$ cat src/rtl/bounded_stack_engine_core_defines.svh
// Assertion helpers shared by the stack engine RTL.
`ifndef BOUNDED_STACK_ENGINE_CORE_DEFINES_SVH
`define BOUNDED_STACK_ENGINE_CORE_DEFINES_SVH

// Same-cycle implication, checked on every rising edge outside reset.
`define BSE_ASSERT_NOW(label, clk, rstn, ante, cons) \
    label: assert property (@(posedge clk) disable iff (!rstn) (ante) |-> (cons)) \
        else $error("bse assertion failed");

// Next-cycle implication, checked on every rising edge outside reset.
`define BSE_ASSERT_NEXT(label, clk, rstn, ante, cons) \
    label: assert property (@(posedge clk) disable iff (!rstn) (ante) |=> (cons)) \
        else $error("bse assertion failed");

`endif

$ cat src/rtl/bse_pkg.sv
`default_nettype none

package bse_pkg;

    localparam int STACK_DEPTH_DEF = 16;
    localparam int WORD_W          = 32;
    localparam int CMD_W           = 3;
    localparam int STATUS_W        = 2;
    localparam int COUNT_W         = 5;

    typedef enum logic [CMD_W-1:0] {
        CMD_PUSH    = 3'd0,
        CMD_POP     = 3'd1,
        CMD_PEEK    = 3'd2,
        CMD_MAX     = 3'd3,
        CMD_REVERSE = 3'd4,
        CMD_CLEAR   = 3'd5
    } cmd_e_t;

    typedef enum logic [STATUS_W-1:0] {
        ST_OK    = 2'd0,
        ST_FULL  = 2'd1,
        ST_EMPTY = 2'd2
    } status_t;

    typedef enum logic [2:0] {
        S_IDLE,
        S_READ,
        S_MAX,
        S_REV_RD,
        S_REV_WA,
        S_REV_WB
    } state_t;

    typedef struct packed {
        logic signed [WORD_W-1:0] value;
        status_t                  status;
        logic [COUNT_W-1:0]       count;
    } res_t;

endpackage

`default_nettype wire

$ cat src/rtl/bse_stack_mem.sv
`default_nettype none

// Entry store: one write port, two read ports, registered read data.
module bse_stack_mem
    import bse_pkg::*;
#(
    parameter int DEPTH = STACK_DEPTH_DEF
) (
    input  wire logic                        aclk,
    input  wire logic                        we,
    input  wire logic [$clog2(DEPTH)-1:0]    waddr,
    input  wire logic signed [WORD_W-1:0]    wdata,
    input  wire logic [$clog2(DEPTH)-1:0]    raddr_a,
    input  wire logic [$clog2(DEPTH)-1:0]    raddr_b,
    output logic signed [WORD_W-1:0]         rdata_a,
    output logic signed [WORD_W-1:0]         rdata_b
);

    logic signed [WORD_W-1:0] mem [DEPTH];

    always_ff @(posedge aclk) begin
        if (we) begin
            mem[waddr] <= wdata;
        end
    end

    always_ff @(posedge aclk) begin
        rdata_a <= mem[raddr_a];
        rdata_b <= mem[raddr_b];
    end

endmodule

`default_nettype wire

$ cat src/rtl/bounded_stack_engine_core.sv
// Bounded LIFO stack of signed 32-bit words.
// Input channel (s_valid/s_ready): one command request per item with
// s_command (push, pop, peek, max, reverse, clear) and s_push_value.
// Output channel (m_valid/m_ready): exactly one result per request with
// m_result_value, m_status and m_entry_count (count after the command).
// Push, clear, no-op codes and trivial reverse/empty cases answer straight
// from the request with no memory read; pop and peek take one read through
// the entry memory; max streams one memory read per entry through a
// compare; reverse swaps each pair by reading both ends, writing the low
// end, then writing the high end on the single write port.
// One request is in flight at a time; s_ready drops while a pop, peek, max
// or reverse is under way.
// Results land in an output register backed by one skid entry, so a new
// request is taken while a finished result waits; once both are full,
// s_ready stays low until the receiver drains.
// Reset (aresetn low, synchronous) empties the stack and drops all pending
// results. Memory contents are not cleared: only written entries are read.
`default_nettype none

`include "bounded_stack_engine_core_defines.svh"

module bounded_stack_engine_core
    import bse_pkg::*;
#(
    parameter int STACK_DEPTH = STACK_DEPTH_DEF
) (
    input  wire logic                      aclk,
    input  wire logic                      aresetn,
    input  wire logic                      s_valid,
    output logic                           s_ready,
    input  wire logic [CMD_W-1:0]          s_command,
    input  wire logic signed [WORD_W-1:0]  s_push_value,
    output logic                           m_valid,
    input  wire logic                      m_ready,
    output logic signed [WORD_W-1:0]       m_result_value,
    output logic [STATUS_W-1:0]            m_status,
    output logic [COUNT_W-1:0]             m_entry_count
);

    localparam int ADDR_W = $clog2(STACK_DEPTH);
    localparam int FILL_W = $clog2(STACK_DEPTH + 1);

    state_t state_reg, state_next;

    logic [FILL_W-1:0] fill_reg, fill_next;
    logic [FILL_W-1:0] idx_reg, idx_next;        // max walk read pointer
    logic              rd_pend_reg, rd_pend_next;
    logic              first_reg, first_next;
    logic signed [WORD_W-1:0] max_reg, max_next;
    logic [ADDR_W-1:0] lo_reg, lo_next;          // reverse low/high ends
    logic [ADDR_W-1:0] hi_reg, hi_next;
    logic signed [WORD_W-1:0] tmp_reg, tmp_next;

    res_t out_reg, skid_reg;
    logic m_valid_reg, skid_valid_reg;

    // memory control
    logic                     mem_we;
    logic [ADDR_W-1:0]        mem_waddr, mem_raddr_a, mem_raddr_b;
    logic signed [WORD_W-1:0] mem_wdata, mem_rdata_a, mem_rdata_b;

    logic accept;
    logic res_fire;
    res_t res;
    logic rev_more;

    assign s_ready = (state_reg == S_IDLE) && !skid_valid_reg;
    assign accept  = s_valid && s_ready;

    // another pair left once the ends would still be apart after stepping
    assign rev_more = (({1'b0, hi_reg} - {1'b0, lo_reg}) > (ADDR_W+1)'(2));

    bse_stack_mem #(
        .DEPTH (STACK_DEPTH)
    ) u_mem (
        .aclk    (aclk),
        .we      (mem_we),
        .waddr   (mem_waddr),
        .wdata   (mem_wdata),
        .raddr_a (mem_raddr_a),
        .raddr_b (mem_raddr_b),
        .rdata_a (mem_rdata_a),
        .rdata_b (mem_rdata_b)
    );

    // next state
    always_comb begin
        state_next = state_reg;
        unique case (state_reg)
            S_IDLE: begin
                if (accept) begin
                    unique case (s_command)
                        CMD_POP, CMD_PEEK: begin
                            if (fill_reg != '0) state_next = S_READ;
                        end
                        CMD_MAX: begin
                            if (fill_reg != '0) state_next = S_MAX;
                        end
                        CMD_REVERSE: begin
                            if (fill_reg >= FILL_W'(2)) state_next = S_REV_RD;
                        end
                        default: state_next = S_IDLE;
                    endcase
                end
            end
            S_READ:   state_next = S_IDLE;
            S_MAX: begin
                if (idx_reg == fill_reg && !rd_pend_reg) state_next = S_IDLE;
            end
            S_REV_RD: state_next = S_REV_WA;
            S_REV_WA: state_next = S_REV_WB;
            S_REV_WB: state_next = rev_more ? S_REV_RD : S_IDLE;
            default:  state_next = S_IDLE;
        endcase
    end

    // datapath, memory control and result
    always_comb begin
        fill_next    = fill_reg;
        idx_next     = idx_reg;
        rd_pend_next = 1'b0;
        first_next   = first_reg;
        max_next     = max_reg;
        lo_next      = lo_reg;
        hi_next      = hi_reg;
        tmp_next     = tmp_reg;
        mem_we       = 1'b0;
        mem_waddr    = '0;
        mem_wdata    = '0;
        mem_raddr_a  = '0;
        mem_raddr_b  = '0;
        res_fire     = 1'b0;
        res          = '0;
        res.status   = ST_OK;
        res.count    = COUNT_W'(fill_reg);

        unique case (state_reg)
            S_IDLE: begin
                if (accept) begin
                    unique case (s_command)
                        CMD_PUSH: begin
                            res_fire = 1'b1;
                            if (fill_reg == FILL_W'(STACK_DEPTH)) begin
                                res.status = ST_FULL;
                            end else begin
                                mem_we    = 1'b1;
                                mem_waddr = fill_reg[ADDR_W-1:0];
                                mem_wdata = s_push_value;
                                fill_next = fill_reg + 1'b1;
                                res.count = COUNT_W'(fill_reg + 1'b1);
                            end
                        end
                        CMD_POP: begin
                            if (fill_reg == '0) begin
                                res_fire   = 1'b1;
                                res.status = ST_EMPTY;
                            end else begin
                                mem_raddr_a = ADDR_W'(fill_reg - 1'b1);
                                fill_next   = fill_reg - 1'b1;
                            end
                        end
                        CMD_PEEK: begin
                            if (fill_reg == '0) begin
                                res_fire   = 1'b1;
                                res.status = ST_EMPTY;
                            end else begin
                                mem_raddr_a = ADDR_W'(fill_reg - 1'b1);
                            end
                        end
                        CMD_MAX: begin
                            if (fill_reg == '0) begin
                                res_fire   = 1'b1;
                                res.status = ST_EMPTY;
                            end else begin
                                idx_next   = '0;
                                first_next = 1'b1;
                            end
                        end
                        CMD_REVERSE: begin
                            if (fill_reg < FILL_W'(2)) begin
                                res_fire = 1'b1;
                            end else begin
                                lo_next = '0;
                                hi_next = ADDR_W'(fill_reg - 1'b1);
                            end
                        end
                        CMD_CLEAR: begin
                            res_fire  = 1'b1;
                            res.value = WORD_W'(fill_reg);
                            res.count = '0;
                            fill_next = '0;
                        end
                        default: begin
                            res_fire = 1'b1;    // unused code: no-op
                        end
                    endcase
                end
            end
            S_READ: begin
                res_fire  = 1'b1;
                res.value = mem_rdata_a;
            end
            S_MAX: begin
                if (idx_reg != fill_reg) begin
                    mem_raddr_a  = idx_reg[ADDR_W-1:0];
                    idx_next     = idx_reg + 1'b1;
                    rd_pend_next = 1'b1;
                end
                if (rd_pend_reg) begin
                    first_next = 1'b0;
                    if (first_reg || (mem_rdata_a > max_reg)) max_next = mem_rdata_a;
                end
                if (idx_reg == fill_reg && !rd_pend_reg) begin
                    res_fire  = 1'b1;
                    res.value = max_reg;
                end
            end
            S_REV_RD: begin
                mem_raddr_a = lo_reg;
                mem_raddr_b = hi_reg;
            end
            S_REV_WA: begin
                mem_we    = 1'b1;
                mem_waddr = lo_reg;
                mem_wdata = mem_rdata_b;
                tmp_next  = mem_rdata_a;
            end
            S_REV_WB: begin
                mem_we    = 1'b1;
                mem_waddr = hi_reg;
                mem_wdata = tmp_reg;
                lo_next   = lo_reg + 1'b1;
                hi_next   = hi_reg - 1'b1;
                if (!rev_more) res_fire = 1'b1;
            end
            default: begin
            end
        endcase
    end

    always_ff @(posedge aclk) begin
        if (!aresetn) begin
            state_reg   <= S_IDLE;
            fill_reg    <= '0;
            rd_pend_reg <= 1'b0;
        end else begin
            state_reg   <= state_next;
            fill_reg    <= fill_next;
            rd_pend_reg <= rd_pend_next;
        end
    end

    always_ff @(posedge aclk) begin
        idx_reg   <= idx_next;
        first_reg <= first_next;
        max_reg   <= max_next;
        lo_reg    <= lo_next;
        hi_reg    <= hi_next;
        tmp_reg   <= tmp_next;
    end

    // Output register plus one skid entry; skid holds the newer result.
    always_ff @(posedge aclk) begin
        if (!aresetn) begin
            m_valid_reg    <= 1'b0;
            skid_valid_reg <= 1'b0;
        end else begin
            if (m_valid_reg && !m_ready) begin
                if (res_fire) begin
                    skid_reg       <= res;
                    skid_valid_reg <= 1'b1;
                end
            end else if (skid_valid_reg) begin
                out_reg     <= skid_reg;
                m_valid_reg <= 1'b1;
                if (res_fire) begin
                    skid_reg <= res;
                end else begin
                    skid_valid_reg <= 1'b0;
                end
            end else if (res_fire) begin
                out_reg     <= res;
                m_valid_reg <= 1'b1;
            end else begin
                m_valid_reg <= 1'b0;
            end
        end
    end

    assign m_valid        = m_valid_reg;
    assign m_result_value = out_reg.value;
    assign m_status       = out_reg.status;
    assign m_entry_count  = out_reg.count;

    `BSE_ASSERT_NOW(a_fill_bound, aclk, aresetn, 1'b1, fill_reg <= FILL_W'(STACK_DEPTH))
    `BSE_ASSERT_NOW(a_no_result_drop, aclk, aresetn, res_fire && skid_valid_reg, !m_valid_reg || m_ready)
    `BSE_ASSERT_NOW(a_idle_write_is_push, aclk, aresetn, mem_we && state_reg == S_IDLE, accept && s_command == CMD_PUSH)
    `BSE_ASSERT_NEXT(a_push_grows, aclk, aresetn, accept && s_command == CMD_PUSH && fill_reg != FILL_W'(STACK_DEPTH), fill_reg == FILL_W'($past(fill_reg) + 1'b1))

endmodule

`default_nettype wire

$ cat config.mk
export PLATFORM = sky130hd
export DESIGN_NAME = bounded_stack_engine_core
export DESIGN_NICKNAME = d
export VERILOG_FILES = /design/src/rtl/bse_pkg.sv /design/src/rtl/bse_stack_mem.sv /design/src/rtl/bounded_stack_engine_core.sv
export VERILOG_INCLUDE_DIRS = /design/src /design/src/rtl
export SDC_FILE = /design/constraint.sdc
export NUM_CORES = 1
export LEC_CHECK = 0
export BUFFER_PORTS_ARGS = -buffer_cell sky130_fd_sc_hd__buf_2
export CAP_MARGIN = 20
export CORE_AREA = 2 2 248 250
export DETAILED_ROUTE_END_ITERATION = 12
export DIE_AREA = 0 0 250 252
export GPL_TIMING_DRIVEN = 0
export PLACE_DENSITY = 0.76
export SLEW_MARGIN = 20
export SYNTH_ARGS = -nofsm -noshare
export SYNTH_HDL_FRONTEND = slang
export SYNTH_SLANG_ARGS = --single-unit
$ cat constraint.sdc
create_clock -name aclk -period 6.25 [get_ports aclk]
set_clock_uncertainty 0.05 [all_clocks]
set_input_delay 0.625 -clock aclk [delete_from_list [all_inputs] [get_ports aclk]]
set_output_delay 0.625 -clock aclk [all_outputs]
set_load 0.03 [all_outputs]
; After elaboration in Yosys (flattened, before gate mapping)
; Memory sizes are Yosys's and may differ from the RTL's. A register that Yosys moved wholly into a read port is not among the register bits.
; Index checks and enable logic that the tools add are counted.
[word_totals]
register_bits = 167
latch_bits = 0
mem_bits_rw = 512
rom_bits = 0
in_bits = 39
n_memories = 1
[op_classes]
add_sub_neg = 6
mul = 0
div = 0
n_lt_le_gt_ge = 4
eq_ne = 26
shift = 0
mux = 76
n_bitwise = 1
n_reduce_logical = 29
[mem_list]
columns = name, depth, word_bits, rd, rd_clocked_by_memory_dff, write_ports, line_no
row1 = u_mem.mem, 16, 32, 2, 2, 1, bse_stack_mem.sv:19  ; logic signed [WORD_W-1:0] mem [DEPTH];
[ops]
columns = operator, count
row1 = 39-bit two-way mux, 5
row2 = 32-bit case mux with 3 select lines, 2
row3 = 32-bit two-way mux, 4
row4 = 4-bit two-way mux, 14
row5 = 5-bit two-way mux, 7
row6 = 32-bit greater-than comparator, 1
row7 = 4-bit case mux with 3 select lines, 2
row8 = 1-bit two-way mux, 21
row9 = 5-bit case mux with 2 select lines, 2
row10 = "2-bit != test, second input constant", 8
row11 = 4-bit case mux with 2 select lines, 2
row12 = 3-bit two-way mux, 5
row13 = 3-bit case mux with 5 select lines, 1
row14 = 5-bit case mux with 3 select lines, 1
row15 = 5-bit AND reduction, 3
row16 = "3-bit by 2-bit == test with 1-bit output, second input constant", 4
row17 = "3-bit == test, second input constant", 4
row18 = 12-bit two-way mux, 1
row19 = "5-bit by 1-bit adder with 5-bit output, second input constant", 2
row20 = 3-bit case mux with 3 select lines, 1
row21 = 4-bit AND reduction, 2
row22 = 2-bit nonzero test, 4
row23 = 7-bit two-way mux, 1
row24 = "3-bit by 1-bit == test with 1-bit output, second input constant", 2
row25 = other kinds (29), 43

; Longest topological paths before layout
[logic_depth]
ltp_word = 8
mapped_depth = 14

; By module
; From an unflattened synthesis, not the netlist that was laid out.
[hier_totals]
cells_unflattened = 1825
hier_area_um2 = 32676.3
[by_module_without_submodules]
columns = module, n_inst, cells_each, area_each_um2
row1 = bse_stack_mem, 1, 1141, 24188.2
row2 = bounded_stack_engine_core, 1, 684, 8488.1

; Worst setup path after synthesis
; No wires, ideal clock.
[synth_path]
path_kind = register to register
start = register hi_reg[0]
end = register out_reg, in the netlist m_entry_count[0], enable pin
setup_ns = 0.484
t_arrival_ns = 5.375
required_time_ns = 5.716
path_slack_ns = 0.341
path_stages_with_launch = 13
path_buffers = 3
path_cell_list = edfxtp_1 -> clkbuf_1 -> inv_1 -> clkbuf_1 -> buf_1 -> ha_1 -> nor2b_1 -> o21a_1 -> or4b_2 -> a21oi_1 -> a2111o_1 -> nor2_1 -> nor3_1
[synth_between]
elab_chain_len = 6
[synth_lines]
columns = item, line_no
row1 = "start, declared", bounded_stack_engine_core.sv:51  ; logic [ADDR_W-1:0] hi_reg, hi_next;
row2 = "start signal, assigned", bounded_stack_engine_core.sv:258  ; hi_reg <= hi_next;
row3 = 4-bit by 4-bit subtractor with 5-bit output, bounded_stack_engine_core.sv:71  ; assign rev_more = (({1'b0, hi_reg} - {1'b0, lo_reg}) > (ADDR_W+1)'(2));
row4 = 5-bit by 2-bit greater-than comparator with 1-bit output, bounded_stack_engine_core.sv:71
row5 = 1-bit two-way mux, bounded_stack_engine_core.sv:234  ; if (!rev_more) res_fire = 1'b1;
row6 = 1-bit case mux with 4 select lines, bounded_stack_engine_core.sv:137  ; unique case (state_reg)
row7 = 2-bit nonzero test (no source line), n/a
row8 = 3-bit AND reduction (no source line), n/a
row9 = "end signal, assigned", bounded_stack_engine_core.sv:274  ; out_reg <= skid_reg;
row10 = "end signal, assigned", bounded_stack_engine_core.sv:282  ; out_reg <= res;
row11 = "end, declared", bounded_stack_engine_core.sv:54  ; res_t out_reg, skid_reg;
; No other way between the ends.
; A chain may end at the register's enable or synchronous reset.

==> metrics.csv <==
metric;value;unit
final_hold_viol_count;0;
core_region_area;0.0601;mm²
antenna_found_initial;0;
io_pins;80;
slew-limit-headroom;16.4;%
overflow;0;
synthToLayoutAreaGrowth;14.4;%
crit_type;flop to flop;
clk_latency;0.64;ns
setup.worst_path.start_class;flop;
maxCapViolCount;0;
avgRoutedWirePerCell;31.0;µm
yosys_warnings;0;
grt_max_degree;42;
ys_seq_area_share;63.1;%
syn_area;0.0342;mm²
h-tree-depth;3;
die_area;0.0630;mm²
finalCriticalPeriod;5.91;ns
worst_pin_slew;1.25;ns
cp_data_required_time;6.53;ns
post_synth_num_cell_types;70;
postCtsHoldBufs;0;
layout.cells.non_filler;3530;
via_per_inst;7.03;
vias;24800;
outcome;completed;
initial_core_util;56.8;%
root_buffer;clkbuf_16;
post_cts_buffers;0;
synthCells;2494;
finish.utilization;65.0;%
chipHeight;252;µm
irDropWorstVdd;231;µV
grt_setup_unrepaired;no;
slew_violations;0;
drive_gt1_share;16.7;%
synth_edf_count;668;
hpwl;74.3;mm
cts.repair.resized;0;
clkTransAtPathRegs;0.06;ns
first_iter_violations;3838;
fin_crit_sh;94.5;%
worst_ep_arrival_time;6.18;ns
synthFlopType;edfxtp_1;
hold_class;input pin to flop;
grt_usage;34.2;%
port_buffers;77;
clock_path_buffers;3;
cts.sinks;743;
end_kind;flop;
p_per_area;286;mW/mm²
leakage;16.1;nW
fp.dieW;250;µm
clock.fmax;169;MHz
place.gp.congestion;0.943;
grt_pass1_wl;157;mm
drc;0;
critPathMaxFanout;11;
largest_reg_flops;512;
setup_violations;0;
synthArstFlopShare;0;%
numCtsBuffers;77;
routed_wl;110;mm
nets;2767;
grt_pass1_vias;24400;
cts_tree;yes;
dp_cells;3386;
synth_seq_cells;743;
row_count;90;
drtAntennaViolNets;0;
avgSynthCellArea;13.7;µm²
dr.pass1.iters;6;
synth_nets;2578;
[routing by layer]
layer	up-vias	global-route usage, %	part of all wire (%)
li1	10200	-	-
met1	12200	43.2	35
met2	2006	54.0	45
met3	439	9.56	13
met4	0	18.3	6.0
met5	-	0	0
[per-stage QoR]
stage | instance area (µm²) | power (mW) | setup slack [ns] | hold WS (ns) | setup TNS, ns
after floorplan | 34200 | 6.08 | 0.341 | 0.398 | 0
after global placement | 35500 | 6.34 | -1.77 | 0.444 | -309.72
after detailed placement | 36400 | 6.37 | 0.551 | 0.451 | 0
after CTS | 39100 | 11.1 | 0.507 | 0.240 | 0
after global routing | 39100 | 11.4 | 0.119 | 0.264 | 0
final | 39100 | 11.2 | 0.342 | 0.242 | 0
[synthesized netlist by cell type (3+ instances only)]
cell type / n / area [µm²]
edfxtp_1: 668 / 20100
mux2i_1: 354 / 3540
a21oi_1: 182 / 911
o21ai_0: 150 / 751
mux2_2: 132 / 1490
o22ai_1: 129 / 807
clkbuf_1: 122 / 458
inv_1: 78 / 293
nand2_1: 76 / 285
dfxtp_1: 75 / 1500
nor2_1: 50 / 188
ha_1: 44 / 551
nand3_1: 42 / 210
or4_1: 35 / 263
a221oi_1: 33 / 289
a222oi_1: 33 / 330
o221ai_1: 33 / 289
and3_1: 32 / 200
a22o_1: 29 / 254
buf_2: 26 / 130
buf_6: 16 / 180
a21o_1: 14 / 105
nor3_1: 14 / 70.1
xor2_1: 10 / 87.6
a22oi_1: 9 / 67.6
buf_1: 9 / 33.8
buf_4: 9 / 67.6
nand4_1: 8 / 50.1
xnor2_1: 7 / 61.3
nand2b_1: 6 / 37.5
nor2b_1: 6 / 37.5
or3_1: 6 / 37.5
and2_1: 5 / 31.3
o21a_1: 5 / 37.5
nand3b_1: 4 / 30.0
a221oi_2: 3 / 45.0
[placed cells by master (no fill, tap or decap), drive strengths merged, types with 7 or more instances in the layout]
master and n:
a221oi 36, xor2 10, nand2 76, clkinv 26, ha 44, a22oi 10
clkbuf 227, nor2 52, a22o 29, a222oi 33, dfxtp 75, o221ai 33
o22ai 129, nor3 14, or4 35, buf 169, mux2 133, and3 32
inv 80, mux2i 354, nand3 42, o21ai 150, a21o 14, bufinv 12
a21oi 183, xnor2 7, nand4 8, edfxtp 668
[power breakdown]
| group | internal, mW | switching [mW] | leakage (nW) |
|---|---|---|---|
| clock | 2.93 | 1.95 | 1.31 |
| sequential | 5.48 | 0.121 | 6.86 |
| combinational | 0.252 | 0.440 | 7.91 |
[logic make-up after synthesis]
group                      count (synthesis)  share of synthesized area, %
xor gates and xnor gates                  17                         0.436
DFF                                      743                          63.1
adders and majority gates                 45                          1.67
muxes                                    487                          14.8
and+or+nand+nor                          300                          4.75
AOI/OAI and AO/OA                        638                          11.8
buffers and inverters                    264                          3.45
[area by class of cell]
type / instances / area, µm²
Fill cell: 4263 / 21000
Buffer: 183 / 886
Timing Repair Buffer: 110 / 1090
Inverter: 81 / 304
Clock inverter: 40 / 529
Tap cell: 782 / 978
Antenna cell: 1 / 2.50
Multi-Input combinational cell: 1487 / 11600
Sequential cell: 743 / 21600
Clock buffer: 103 / 2160
[worst max-delay path, cell delays in order, from the launching register on]
cell and delay (ns):
edfxtp_1 0.39, clkbuf_1 0.47, inv_1 0.29, clkbuf_1 0.61
buf_1 0.59, ha_1 0.29, nor2b_1 0.05, o21a_1 0.17
or4b_2 0.62, a21oi_1 0.41, a2111oi_0 0.26, nor3_2 0.64
buf_4 0.31, buf_4 0.22, buf_4 0.21
[worst paths after layout]
kind	startpoint	endpoint	slack (ns)	cells past startpoint
worst min register to register	u_mem.rdata_a[28]	tmp_reg[28]	0.47	0
worst max register to register	hi_reg[0]	skid_reg[26]	0.34	14
worst min-delay path	aresetn	state_reg[0]	0.24	2
worst max-delay path	hi_reg[0]	skid_reg[26]	0.34	14
(Power assumes the default switching activity.)
